File: config.mk
export PLATFORM = sky130hd
export DESIGN_NAME = zoomed_sprite_line_renderer_core_flat
export DESIGN_NICKNAME = d
export VERILOG_FILES = /design/src/rtl/zslr_pkg.sv /design/src/rtl/zslr_channels.sv /design/src/rtl/zslr_pixel_unit.sv /design/src/rtl/zoomed_sprite_line_renderer_core.sv /design/src/flat_wrapper.sv
export VERILOG_INCLUDE_DIRS = /design/src /design/src/rtl
export SDC_FILE = /design/constraint.sdc
export NUM_CORES = 1
export LEC_CHECK = 0
export ABC_AREA = 1
export BUFFER_PORTS_ARGS = -buffer_cell sky130_fd_sc_hd__buf_2
export CAP_MARGIN = 40
export CORE_UTILIZATION = 50
export CTS_BUF_LIST = sky130_fd_sc_hd__clkbuf_2
export CTS_CLUSTER_SIZE = 14
export DETAILED_ROUTE_END_ITERATION = 16
export HOLD_SLACK_MARGIN = 0.08
export PLACE_DENSITY = 0.77
export SLEW_MARGIN = 0
export SYNTH_ARGS = -nofsm -noshare
export SYNTH_HDL_FRONTEND = slang
export SYNTH_SLANG_ARGS = --single-unit
File: constraint.sdc
create_clock -name clk -period 11.8 [get_ports clk]
set_clock_uncertainty 0.2 [all_clocks]
set_input_delay 3.54 -clock clk [delete_from_list [all_inputs] [get_ports clk]]
set_output_delay 3.54 -clock clk [all_outputs]
set_load 0.02 [all_outputs]
File: src/rtl/zoomed_sprite_line_renderer_core_defines.svh
// ----------------------------------------------------------------------------
// Assertion macros for the zoomed sprite line renderer
// Overlapping and next-cycle implication checks that compile away when
// ASSERT_OFF is defined.
// ----------------------------------------------------------------------------
`ifndef ZOOMED_SPRITE_LINE_RENDERER_CORE_DEFINES_SVH
`define ZOOMED_SPRITE_LINE_RENDERER_CORE_DEFINES_SVH

`ifndef ASSERT_OFF
// The consequent must hold in the same cycle as the antecedent.
`define ZSLR_ASSERT_IMP(lbl, clk, rst, ante, cons) \
  lbl: assert property (@(posedge clk) disable iff (rst) (ante) |-> (cons)) \
    else $error("zslr assertion failed");
// The consequent must hold in the cycle after the antecedent.
`define ZSLR_ASSERT_NXT(lbl, clk, rst, ante, cons) \
  lbl: assert property (@(posedge clk) disable iff (rst) (ante) |=> (cons)) \
    else $error("zslr assertion failed");
`else
`define ZSLR_ASSERT_IMP(lbl, clk, rst, ante, cons)
`define ZSLR_ASSERT_NXT(lbl, clk, rst, ante, cons)
`endif

`endif

File: src/rtl/zslr_pkg.sv
// ----------------------------------------------------------------------------
// Zoomed sprite line renderer package
// Field widths, result kinds and the record passed from the pixel unit.
// ----------------------------------------------------------------------------
package zslr_pkg;

  localparam int WORD_W  = 16;
  localparam int ORIGIN_W = 9;
  localparam int PIXX_W  = 9;
  localparam int PIXY_W  = 8;
  localparam int FETCH_W = 18;
  localparam int KIND_W  = 2;
  localparam int COL_W   = 11;
  localparam int HACC_W  = 7;
  localparam int ZOOM_W  = 5;

  localparam logic [ORIGIN_W-1:0] ORIGIN_RESET = 9'd184;
  // A row ends once more than this many pixels have been kept.
  localparam logic [COL_W-1:0]    ROW_PIXEL_LIMIT = 11'h200;
  localparam logic [3:0]          PEN_CLEAR = 4'h0;
  localparam logic [3:0]          PEN_STOP  = 4'hf;

  typedef enum logic [KIND_W-1:0] {
    KIND_PIXEL = 2'd0,
    KIND_FETCH = 2'd1,
    KIND_DONE  = 2'd2,
    KIND_END   = 2'd3
  } zslr_kind_t;

  typedef struct packed {
    logic [HACC_W-1:0] horiz_accum_next;
    logic              kept;
    logic              write;
    logic [3:0]        pix;
    logic [PIXX_W-1:0] x;
    logic [COL_W-1:0]  cur_column_next;
  } zslr_pix_res_t;

endpackage

File: src/rtl/zslr_channels.sv
// ----------------------------------------------------------------------------
// Zoomed sprite line renderer channels
// Request, result and configuration channels with valid/ready handshakes.
// ----------------------------------------------------------------------------
interface zslr_item_if;
  import zslr_pkg::*;

  logic              valid;
  logic              ready;
  logic              action;
  logic [WORD_W-1:0] entry_word0;
  logic [WORD_W-1:0] entry_word1;
  logic [WORD_W-1:0] entry_word2;
  logic [WORD_W-1:0] entry_word3;
  logic [WORD_W-1:0] entry_word4;
  logic [WORD_W-1:0] entry_word5;
  logic [WORD_W-1:0] rom_data;

  modport source (
    output valid, action, entry_word0, entry_word1, entry_word2, entry_word3,
           entry_word4, entry_word5, rom_data,
    input  ready
  );
  modport sink (
    input  valid, action, entry_word0, entry_word1, entry_word2, entry_word3,
           entry_word4, entry_word5, rom_data,
    output ready
  );
endinterface

interface zslr_result_if;
  import zslr_pkg::*;

  logic               valid;
  logic               ready;
  logic [KIND_W-1:0]  kind;
  logic [PIXX_W-1:0]  pixel_x;
  logic [PIXY_W-1:0]  pixel_y;
  logic [WORD_W-1:0]  pen;
  logic [FETCH_W-1:0] fetch_address;
  logic               last;

  modport source (
    output valid, kind, pixel_x, pixel_y, pen, fetch_address, last,
    input  ready
  );
  modport sink (
    input  valid, kind, pixel_x, pixel_y, pen, fetch_address, last,
    output ready
  );
endinterface

interface zslr_cfg_if;
  import zslr_pkg::*;

  logic                valid;
  logic                ready;
  logic [ORIGIN_W-1:0] data;

  modport source (output valid, data, input ready);
  modport sink (input valid, data, output ready);
endinterface

File: src/rtl/zslr_pixel_unit.sv
// ----------------------------------------------------------------------------
// Zoomed sprite line renderer pixel unit
// One nibble per use: horizontal zoom step, column advance and clipping.
// ----------------------------------------------------------------------------
module zslr_pixel_unit #(
  parameter int SCREEN_WIDTH = 320
) (
  input  logic [zslr_pkg::WORD_W-1:0]  data,
  input  logic [1:0]                   nib,
  input  logic                         mirror,
  input  logic [zslr_pkg::HACC_W-1:0]  horiz_accum,
  input  logic [zslr_pkg::ZOOM_W-1:0]  horiz_zoom,
  input  logic [zslr_pkg::COL_W-1:0]   start_column,
  input  logic [zslr_pkg::COL_W-1:0]   cur_column,
  output zslr_pkg::zslr_pix_res_t      res
);
  import zslr_pkg::*;

  localparam int XW = COL_W + 1;
  localparam logic signed [XW-1:0] X_LIMIT = XW'(SCREEN_WIDTH);

  logic [1:0]              sel;
  logic [3:0]              pix;
  logic [HACC_W-1:0]       acc;
  logic signed [XW-1:0]    x;
  logic                    on_screen;

  always_comb begin
    // Unmirrored words give their first pixel from the top nibble.
    sel = mirror ? nib : ~nib;
    pix = data[{sel, 2'b00} +: 4];
    acc = {1'b0, horiz_accum[HACC_W-2:0]} + {2'b00, horiz_zoom};
    x = $signed({start_column[COL_W-1], start_column}) + $signed({1'b0, cur_column});
    on_screen = !x[XW-1] && (x < X_LIMIT);

    res.horiz_accum_next = acc;
    res.kept             = !acc[HACC_W-1];
    res.pix              = pix;
    res.write            = res.kept && (pix != PEN_CLEAR) && (pix != PEN_STOP) && on_screen;
    res.x                = x[PIXX_W-1:0];
    res.cur_column_next  = cur_column + {{(COL_W-1){1'b0}}, res.kept};
  end

endmodule

File: src/rtl/zoomed_sprite_line_renderer_core.sv
// ----------------------------------------------------------------------------
// Zoomed sprite line renderer core
// Decodes sprite entries, walks zoomed rows and turns graphics ROM words
// into pixel writes and ROM fetch requests.
//
// A request on sprite_in is either a six-word sprite entry or the ROM word
// answering the last fetch request. Every entry produces exactly one result:
// end of list, sprite finished, or the first ROM fetch request of the first
// visible row. Every ROM word produces up to four pixel writes followed by
// one fetch request or a sprite finished result; the final result of each
// request carries last. A ROM word that arrives while no sprite is in
// progress is taken and dropped. All work goes through a small sequencer.
// An entry goes through accept, one row step and result, or only accept and
// result when it is the end of the list, hidden or empty. A ROM word goes
// through accept, four nibbles, a row step if it ends a row, and result. The
// single pixel unit handles one nibble per cycle while the result register
// has room, the row step unit one row per cycle. Each stage that produces a
// result holds while the one-entry result register is still occupied.
// sprite_in is ready only while the sequencer waits. x_offset resets to 184.
// Users must write it through cfg only while the core is idle (unenforced).
// ----------------------------------------------------------------------------
`include "zoomed_sprite_line_renderer_core_defines.svh"

module zoomed_sprite_line_renderer_core #(
  parameter int SCREEN_WIDTH  = 320,
  parameter int SCREEN_HEIGHT = 224,
  parameter int ROM_WORD_BITS = 18
) (
  input  logic          clk,
  input  logic          rst,
  zslr_item_if.sink     sprite_in,
  zslr_result_if.source result_out,
  zslr_cfg_if.sink      cfg
);
  import zslr_pkg::*;

  localparam int WIDE_W = ROM_WORD_BITS + FETCH_W;
  localparam logic [PIXY_W:0] ROW_LIMIT = (PIXY_W + 1)'(SCREEN_HEIGHT);

  typedef enum logic [2:0] {
    ST_WAIT,
    ST_SEEK,
    ST_PIX,
    ST_FETCH,
    ST_RESULT
  } state_t;

  state_t state;

  // Configuration and sprite state.
  logic [ORIGIN_W-1:0]      x_offset;
  logic                     active;
  logic [PIXY_W-1:0]        row;
  logic [PIXY_W-1:0]        scan_row;
  logic [PIXY_W-1:0]        bottom_row;
  logic [WORD_W-1:0]        row_address;
  logic [7:0]               pitch;
  logic                     mirror;
  logic [1:0]               bank_sel;
  logic [WORD_W-1:0]        colour_base;
  logic [ZOOM_W-1:0]        vert_zoom;
  logic [ZOOM_W-1:0]        horiz_zoom;
  logic [WORD_W-1:0]        vert_accum;
  logic [HACC_W-1:0]        horiz_accum;
  logic [COL_W-1:0]         start_column;
  logic [COL_W-1:0]         cur_column;
  logic [ROM_WORD_BITS-1:0] word_pointer;
  logic [WORD_W-1:0]        rom_word;
  logic [1:0]               nib;
  zslr_kind_t               res_kind;

  // Result register.
  logic                     out_valid;
  logic [KIND_W-1:0]        out_kind;
  logic [PIXX_W-1:0]        out_x;
  logic [PIXY_W-1:0]        out_y;
  logic [WORD_W-1:0]        out_pen;
  logic [FETCH_W-1:0]       out_addr;
  logic                     out_last;

  logic                     slot_free;
  logic                     out_load;
  logic                     in_accept;
  zslr_pix_res_t            pres;

  // Row step unit and decode signals.
  logic [WORD_W-1:0]        step;
  logic [WORD_W-1:0]        vsum;
  logic [WORD_W-1:0]        row_address_next;
  logic [WORD_W-1:0]        vert_accum_next;
  logic [WIDE_W-1:0]        base_wide;
  logic [WIDE_W-1:0]        wp_wide;
  logic                     row_visible;
  logic                     row_end;
  logic [ROM_WORD_BITS-1:0] wp_step;

  assign slot_free       = !out_valid || result_out.ready;
  assign sprite_in.ready = (state == ST_WAIT);
  assign in_accept       = sprite_in.valid && sprite_in.ready;
  assign cfg.ready       = 1'b1;

  // The result register is loaded by a pixel write, a fetch request or a
  // single closing result, always only when it has room.
  assign out_load = slot_free && (((state == ST_PIX) && pres.write) ||
                                  (state == ST_FETCH) || (state == ST_RESULT));

  assign result_out.valid         = out_valid;
  assign result_out.kind          = out_kind;
  assign result_out.pixel_x       = out_x;
  assign result_out.pixel_y       = out_y;
  assign result_out.pen           = out_pen;
  assign result_out.fetch_address = out_addr;
  assign result_out.last          = out_last;

  zslr_pixel_unit #(
    .SCREEN_WIDTH (SCREEN_WIDTH)
  ) u_pixel (
    .data         (rom_word),
    .nib          (nib),
    .mirror       (mirror),
    .horiz_accum  (horiz_accum),
    .horiz_zoom   (horiz_zoom),
    .start_column (start_column),
    .cur_column   (cur_column),
    .res          (pres)
  );

  always_comb begin
    // One row of the vertical walk: the address gains the signed pitch, and
    // once more when the vertical accumulator overflows into bit 15.
    step = {{(WORD_W-8){pitch[7]}}, pitch};
    vsum = vert_accum + {1'b0, vert_zoom, 10'b0};
    if (vsum[WORD_W-1]) begin
      row_address_next = row_address + {step[WORD_W-2:0], 1'b0};
      vert_accum_next  = {1'b0, vsum[WORD_W-2:0]};
    end else begin
      row_address_next = row_address + step;
      vert_accum_next  = vsum;
    end
    base_wide = {{ROM_WORD_BITS{1'b0}}, bank_sel, row_address_next};
    wp_wide   = {{FETCH_W{1'b0}}, word_pointer};
    // Rows past the screen bottom never come back, so the walk stops there.
    row_visible = (scan_row < bottom_row) && ({1'b0, scan_row} < ROW_LIMIT);
    row_end     = (pres.pix == PEN_STOP) || (pres.cur_column_next > ROW_PIXEL_LIMIT);
    wp_step     = mirror ? word_pointer - ROM_WORD_BITS'(1)
                         : word_pointer + ROM_WORD_BITS'(1);
  end

  always_ff @(posedge clk) begin
    if (rst) begin
      state     <= ST_WAIT;
      active    <= 1'b0;
      out_valid <= 1'b0;
      x_offset  <= ORIGIN_RESET;
    end else begin
      if (cfg.valid) begin
        x_offset <= cfg.data;
      end
      if (out_load) begin
        out_valid <= 1'b1;
      end else if (result_out.ready) begin
        out_valid <= 1'b0;
      end

      unique case (state)
        ST_WAIT: begin
          if (in_accept && !sprite_in.action) begin
            active <= 1'b0;
            if (sprite_in.entry_word2[15]) begin
              res_kind <= KIND_END;
              state    <= ST_RESULT;
            end else if (sprite_in.entry_word2[14] ||
                         (sprite_in.entry_word0[7:0] >= sprite_in.entry_word0[15:8])) begin
              res_kind <= KIND_DONE;
              state    <= ST_RESULT;
            end else begin
              scan_row     <= sprite_in.entry_word0[7:0];
              bottom_row   <= sprite_in.entry_word0[15:8];
              start_column <= {2'b00, sprite_in.entry_word1[8:0]} - {2'b00, x_offset};
              mirror       <= sprite_in.entry_word2[8];
              pitch        <= sprite_in.entry_word2[7:0];
              row_address  <= sprite_in.entry_word3;
              bank_sel     <= sprite_in.entry_word4[9:8];
              colour_base  <= {sprite_in.entry_word1[12:9], sprite_in.entry_word4[7:0], 4'b0};
              vert_zoom    <= sprite_in.entry_word5[9:5];
              horiz_zoom   <= sprite_in.entry_word5[4:0];
              vert_accum   <= {6'b0, sprite_in.entry_word5[9:0]};
              state        <= ST_SEEK;
            end
          end else if (in_accept && active) begin
            rom_word <= sprite_in.rom_data;
            nib      <= 2'd0;
            state    <= ST_PIX;
          end
        end

        ST_SEEK: begin
          if (row_visible) begin
            row_address  <= row_address_next;
            vert_accum   <= vert_accum_next;
            row          <= scan_row;
            horiz_accum  <= {horiz_zoom, 2'b00};
            cur_column   <= '0;
            word_pointer <= base_wide[ROM_WORD_BITS-1:0];
            active       <= 1'b1;
            state        <= ST_FETCH;
          end else begin
            active   <= 1'b0;
            res_kind <= KIND_DONE;
            state    <= ST_RESULT;
          end
        end

        ST_PIX: begin
          if (slot_free) begin
            horiz_accum <= pres.horiz_accum_next;
            cur_column  <= pres.cur_column_next;
            if (pres.write) begin
              out_kind  <= KIND_PIXEL;
              out_x     <= pres.x;
              out_y     <= row;
              out_pen   <= colour_base | {12'b0, pres.pix};
              out_addr  <= '0;
              out_last  <= 1'b0;
            end
            nib <= nib + 2'd1;
            if (nib == 2'd3) begin
              if (row_end) begin
                scan_row <= row + 8'd1;
                state    <= ST_SEEK;
              end else begin
                word_pointer <= wp_step;
                state        <= ST_FETCH;
              end
            end
          end
        end

        ST_FETCH: begin
          if (slot_free) begin
            out_kind  <= KIND_FETCH;
            out_x     <= '0;
            out_y     <= row;
            out_pen   <= '0;
            out_addr  <= wp_wide[FETCH_W-1:0];
            out_last  <= 1'b1;
            state     <= ST_WAIT;
          end
        end

        ST_RESULT: begin
          if (slot_free) begin
            out_kind  <= res_kind;
            out_x     <= '0;
            out_y     <= '0;
            out_pen   <= '0;
            out_addr  <= '0;
            out_last  <= 1'b1;
            state     <= ST_WAIT;
          end
        end

        default: begin
          state <= ST_WAIT;
        end
      endcase
    end
  end

  // A pixel write is never the closing result of a request.
  `ZSLR_ASSERT_IMP(a_pixel_not_last, clk, rst,
    result_out.valid && (result_out.kind == KIND_PIXEL), !result_out.last)

  // A ROM word taken for a sprite in progress always starts the nibble walk.
  `ZSLR_ASSERT_NXT(a_rom_word_starts_pixels, clk, rst,
    in_accept && sprite_in.action && active, state == ST_PIX)

  // Pixel writes only land inside the screen.
  `ZSLR_ASSERT_IMP(a_pixel_on_screen, clk, rst,
    result_out.valid && (result_out.kind == KIND_PIXEL),
    {2'b00, result_out.pixel_x} < 11'(SCREEN_WIDTH))

endmodule

File: src/flat_wrapper.sv
// flat-port wrapper written by rule: the top's interface ports become plain ports
module zoomed_sprite_line_renderer_core_flat import zslr_pkg::*;
#(
  parameter int SCREEN_WIDTH  = 320,
  parameter int SCREEN_HEIGHT = 224,
  parameter int ROM_WORD_BITS = 18
)
  (clk, rst, sprite_in_valid, sprite_in_action, sprite_in_entry_word0, sprite_in_entry_word1, sprite_in_entry_word2, sprite_in_entry_word3, sprite_in_entry_word4, sprite_in_entry_word5, sprite_in_rom_data, sprite_in_ready, result_out_valid, result_out_kind, result_out_pixel_x, result_out_pixel_y, result_out_pen, result_out_fetch_address, result_out_last, result_out_ready, cfg_valid, cfg_data, cfg_ready);
  zslr_item_if sprite_in_i ();
  zslr_result_if result_out_i ();
  zslr_cfg_if cfg_i ();
  input  logic clk;
  input  logic rst;
  input wire logic [$bits(sprite_in_i.valid)-1:0] sprite_in_valid;
  input wire logic [$bits(sprite_in_i.action)-1:0] sprite_in_action;
  input wire logic [$bits(sprite_in_i.entry_word0)-1:0] sprite_in_entry_word0;
  input wire logic [$bits(sprite_in_i.entry_word1)-1:0] sprite_in_entry_word1;
  input wire logic [$bits(sprite_in_i.entry_word2)-1:0] sprite_in_entry_word2;
  input wire logic [$bits(sprite_in_i.entry_word3)-1:0] sprite_in_entry_word3;
  input wire logic [$bits(sprite_in_i.entry_word4)-1:0] sprite_in_entry_word4;
  input wire logic [$bits(sprite_in_i.entry_word5)-1:0] sprite_in_entry_word5;
  input wire logic [$bits(sprite_in_i.rom_data)-1:0] sprite_in_rom_data;
  output wire logic [$bits(sprite_in_i.ready)-1:0] sprite_in_ready;
  output wire logic [$bits(result_out_i.valid)-1:0] result_out_valid;
  output wire logic [$bits(result_out_i.kind)-1:0] result_out_kind;
  output wire logic [$bits(result_out_i.pixel_x)-1:0] result_out_pixel_x;
  output wire logic [$bits(result_out_i.pixel_y)-1:0] result_out_pixel_y;
  output wire logic [$bits(result_out_i.pen)-1:0] result_out_pen;
  output wire logic [$bits(result_out_i.fetch_address)-1:0] result_out_fetch_address;
  output wire logic [$bits(result_out_i.last)-1:0] result_out_last;
  input wire logic [$bits(result_out_i.ready)-1:0] result_out_ready;
  input wire logic [$bits(cfg_i.valid)-1:0] cfg_valid;
  input wire logic [$bits(cfg_i.data)-1:0] cfg_data;
  output wire logic [$bits(cfg_i.ready)-1:0] cfg_ready;
  assign sprite_in_i.valid = sprite_in_valid;
  assign sprite_in_i.action = sprite_in_action;
  assign sprite_in_i.entry_word0 = sprite_in_entry_word0;
  assign sprite_in_i.entry_word1 = sprite_in_entry_word1;
  assign sprite_in_i.entry_word2 = sprite_in_entry_word2;
  assign sprite_in_i.entry_word3 = sprite_in_entry_word3;
  assign sprite_in_i.entry_word4 = sprite_in_entry_word4;
  assign sprite_in_i.entry_word5 = sprite_in_entry_word5;
  assign sprite_in_i.rom_data = sprite_in_rom_data;
  assign sprite_in_ready = sprite_in_i.ready;
  assign result_out_valid = result_out_i.valid;
  assign result_out_kind = result_out_i.kind;
  assign result_out_pixel_x = result_out_i.pixel_x;
  assign result_out_pixel_y = result_out_i.pixel_y;
  assign result_out_pen = result_out_i.pen;
  assign result_out_fetch_address = result_out_i.fetch_address;
  assign result_out_last = result_out_i.last;
  assign result_out_i.ready = result_out_ready;
  assign cfg_i.valid = cfg_valid;
  assign cfg_i.data = cfg_data;
  assign cfg_ready = cfg_i.ready;
  zoomed_sprite_line_renderer_core #(.SCREEN_WIDTH(SCREEN_WIDTH), .SCREEN_HEIGHT(SCREEN_HEIGHT), .ROM_WORD_BITS(ROM_WORD_BITS)) u_core (.clk(clk), .rst(rst), .sprite_in(sprite_in_i), .result_out(result_out_i), .cfg(cfg_i));
endmodule
==> impl_metrics.ini <==
[hold_path]
hp-class = reg2reg
whs_path_depth = 0

[sta]
maxSlewViolCount = 0
rsz0062_at_grt = false
post-route-min-period_ps = 5670
holdWs_ps = 242
setup_slack_ps = 6130
period_share = 0.481
hold_viol = 0
slew_headroom = 0.401
fin_tns_setup_ps = 0
tightest_slew_ps = 896
setup_viol = 0
fmax_mhz = 176

[route]
drc = 0
drt_iter0_markers = 689
wl_per_cell_um = 14.3
dr.pass1.iters = 5
drt_wl_total_um = 27700
postRouteAntennaNets = 0
via_count = 9918
viasPerCell = 5.12

[clock_network]
cts_tree = built
cts_buffer_depth = 3
root_buffer = clkbuf_2
post_cts_resized = 0
cts_hold_buf = 0
path_clk_slew_ps = 110
cts_max_level = 2
post_cts_buffers = 0
clk_latency_ps = 780
cts.sinks = 210
cts_inserted_buffers = 55

[setup_path]
path_buf_inv = 2
cp_common_cell = nand2_1
crit_chain = buf_2 > ha_1 > a21oi_1 > o21ai_0 > nand2_1 > nand3_1 > nor3_1 > nand2_1 > nor2_4 > buf_4
worstPathRequired_ps = 12000
cp.depth = 10
critPathLaunchType = primary input
worstPathArrival_ps = 5870
path_class = in2reg
worstPathMaxFanout = 41
slowest_stage = buf_4
crit_family = simple AND/OR/NAND/NOR gates
slowest_delay_ps = 570
ff2ff_path_depth = 19
setup.worst_path.end_class = flip-flop

[synthesis]
synth_seq_cells = 210
synthArstFlopShare = 0
syn_nets = 1583
synth_ff_type = edfxtp_1
syn_inst = 1362
synth_cell_types = 53
syn_area_per_cell_um2 = 9.14
synth.cell_area_mm2 = 0.0125
yosys_warnings = 0
seq_area_frac_synth = 0.495
synth-edff-count = 196

[floorplan]
die_h_um = 160
die_area_mm2 = 0.0255
die-width_um = 160
num_rows = 57
coreArea_mm2 = 0.0244
start_util = 0.511
ios = 184

[grt]
antenna_found_initial = 2
grt_max_degree = 42
grt-busiest-layer = met2
grt_pass1_vias = 9532
use_met1 = 0.291
grt_pass1_wl_um = 45200
met3_usage = 0.0366
grt-ovfl-total = 0
grt_usage = 0.219
gr-usage-met2 = 0.364

[layout]
syn_to_final_growth_pct = 13.8
nets = 1792
drive_gt1_frac = 0.205
final_cells = 1939

[pwr]
powerDensity_mw_per_mm2 = 139
ir_drop_uv = 78.1
p_leak_nw = 6.57

[status]
status = finished clean

[placement]
dp_cells = 1838
dpl_worst_slack_ps = 5300
portBuffers = 162
dp_hpwl_um = 21000
globalplace.congestion = 0.917

[flow_run]
cap_violations = 0
==> synth_stat cells (2+ instances only) <==
library cell | count | area [um2]
nand2_1 | 287 | 1080
edfxtp_1 | 196 | 5890
inv_1 | 180 | 676
nor2_1 | 149 | 559
a21oi_1 | 88 | 440
ha_1 | 87 | 1090
nand3_1 | 74 | 370
o21ai_0 | 50 | 250
xor2_1 | 37 | 324
xnor2_1 | 19 | 166
o21ai_1 | 18 | 90.1
dfxtp_1 | 14 | 280
nand2_2 | 14 | 87.6
nand4_1 | 14 | 87.6
buf_2 | 10 | 50.1
nor2_2 | 10 | 62.6
clkbuf_1 | 9 | 33.8
inv_2 | 9 | 33.8
a31oi_1 | 8 | 50.1
nor3_1 | 8 | 40.0
fa_1 | 7 | 140
a21o_1 | 6 | 45.0
o21ai_2 | 6 | 52.6
o21bai_1 | 5 | 37.5
o31ai_1 | 5 | 37.5
nand3_2 | 4 | 40.0
nor4_1 | 4 | 25.0
buf_6 | 3 | 33.8
nand3b_1 | 3 | 22.5
nor2_4 | 3 | 33.8
nor3_2 | 3 | 30.0
o21a_1 | 3 | 22.5
or2_2 | 3 | 18.8
a21boi_0 | 2 | 15.0
inv_4 | 2 | 12.5
mux2i_1 | 2 | 20.0
nand2_4 | 2 | 22.5
nor3_4 | 2 | 32.5
o211ai_1 | 2 | 15.0
==> registers in the layout, indices dropped and copies added, names as in the netlist, 10 cells and up <==
register                         count
u_core.result_out.pen               16
u_core.cur_column                   11
u_core.colour_base                  12
u_core.result_out.fetch_address     18
u_core.rom_word                     16
u_core.word_pointer                 18
u_core.row_address                  16
u_core.start_column                 10
==> power by group <==
group	internal, mW	switching [mW]	leakage [nW]	total, mW
sequential	0.916	0.0296	1.90	0.945
clock	0.186	0.292	0.373	0.478
combinational	0.182	0.368	4.30	0.550
==> metrics by stage <==
step	utilization	power, mW	instance area [um2]
after floorplan	-	1.35	12500
after global placement	0.560	1.49	13600
after detailed placement	0.561	1.51	13700
after CTS	0.581	2.00	14200
after global routing	0.581	2.10	14200
final	0.581	1.97	14200
==> worst reg2reg max path: stages, from the launching register on <==
cell,delay [ps]
edfxtp_1,400
ha_1,230
fa_1,410
a21oi_1,180
o21bai_1,90
nand2_1,80
nand2_1,50
nand2_1,140
ha_1,200
ha_1,200
nand2_2,90
nor2_4,120
nand3_2,90
nor2_2,130
nand4_1,110
nand3_1,110
nor2_2,50
nand2_2,90
o211ai_1,80
nor2_1,490
==> path summary, 6_finish.rpt <==
check                           startpoint                 end  slack [ps]
hold reg to reg         u_core.scan_row[3]       u_core.row[3]         240
hold / removal          u_core.scan_row[3]       u_core.row[3]         240
setup reg to reg      u_core.horiz_zoom[0]  u_core.scan_row[3]        7850
setup / recovery  sprite_in_entry_word0[1]     u_core.pitch[0]        6130
==> cells in the final DEF (no fill, tap or decap), types with 19 or more instances in the layout <==
cell,netlist,final
nand2_1,287,287
edfxtp_1,196,196
ha_1,87,87
xnor2_1,19,19
o21ai_0,50,50
inv_1,180,180
nor2_1,149,148
xor2_1,37,37
buf_2,10,162
nand3_1,74,74
clkbuf_2,0,83
a21oi_1,88,86
==> logic make-up after synthesis <==
kind of cell,synth area share
simple gates,0.204
buf+inv,0.0680
flops,0.495
compound gates,0.0907
fa+ha+maj,0.0987
xor+xnor,0.0420
mux,0.00161
other cells,0.000301
==> final cells by class <==
cell class              instances  area (um2)
diodes                          3        7.51
inverters                     191         722
fillers                      2187       10200
multi-input cells             938        5470
clock buffers                  83         415
flip-flops and latches        210        6170
repair buffers                175         928
well taps                     324         405
clock inverters                15        58.8
==> layer usage <==
layer,up-vias,part of all wire
met3,50,0.063
met5,-,0
met1,4568,0.45
met2,281,0.46
met4,0,0.022
li1,5019,-
Note: power is estimated with default switching activity, not from simulation.
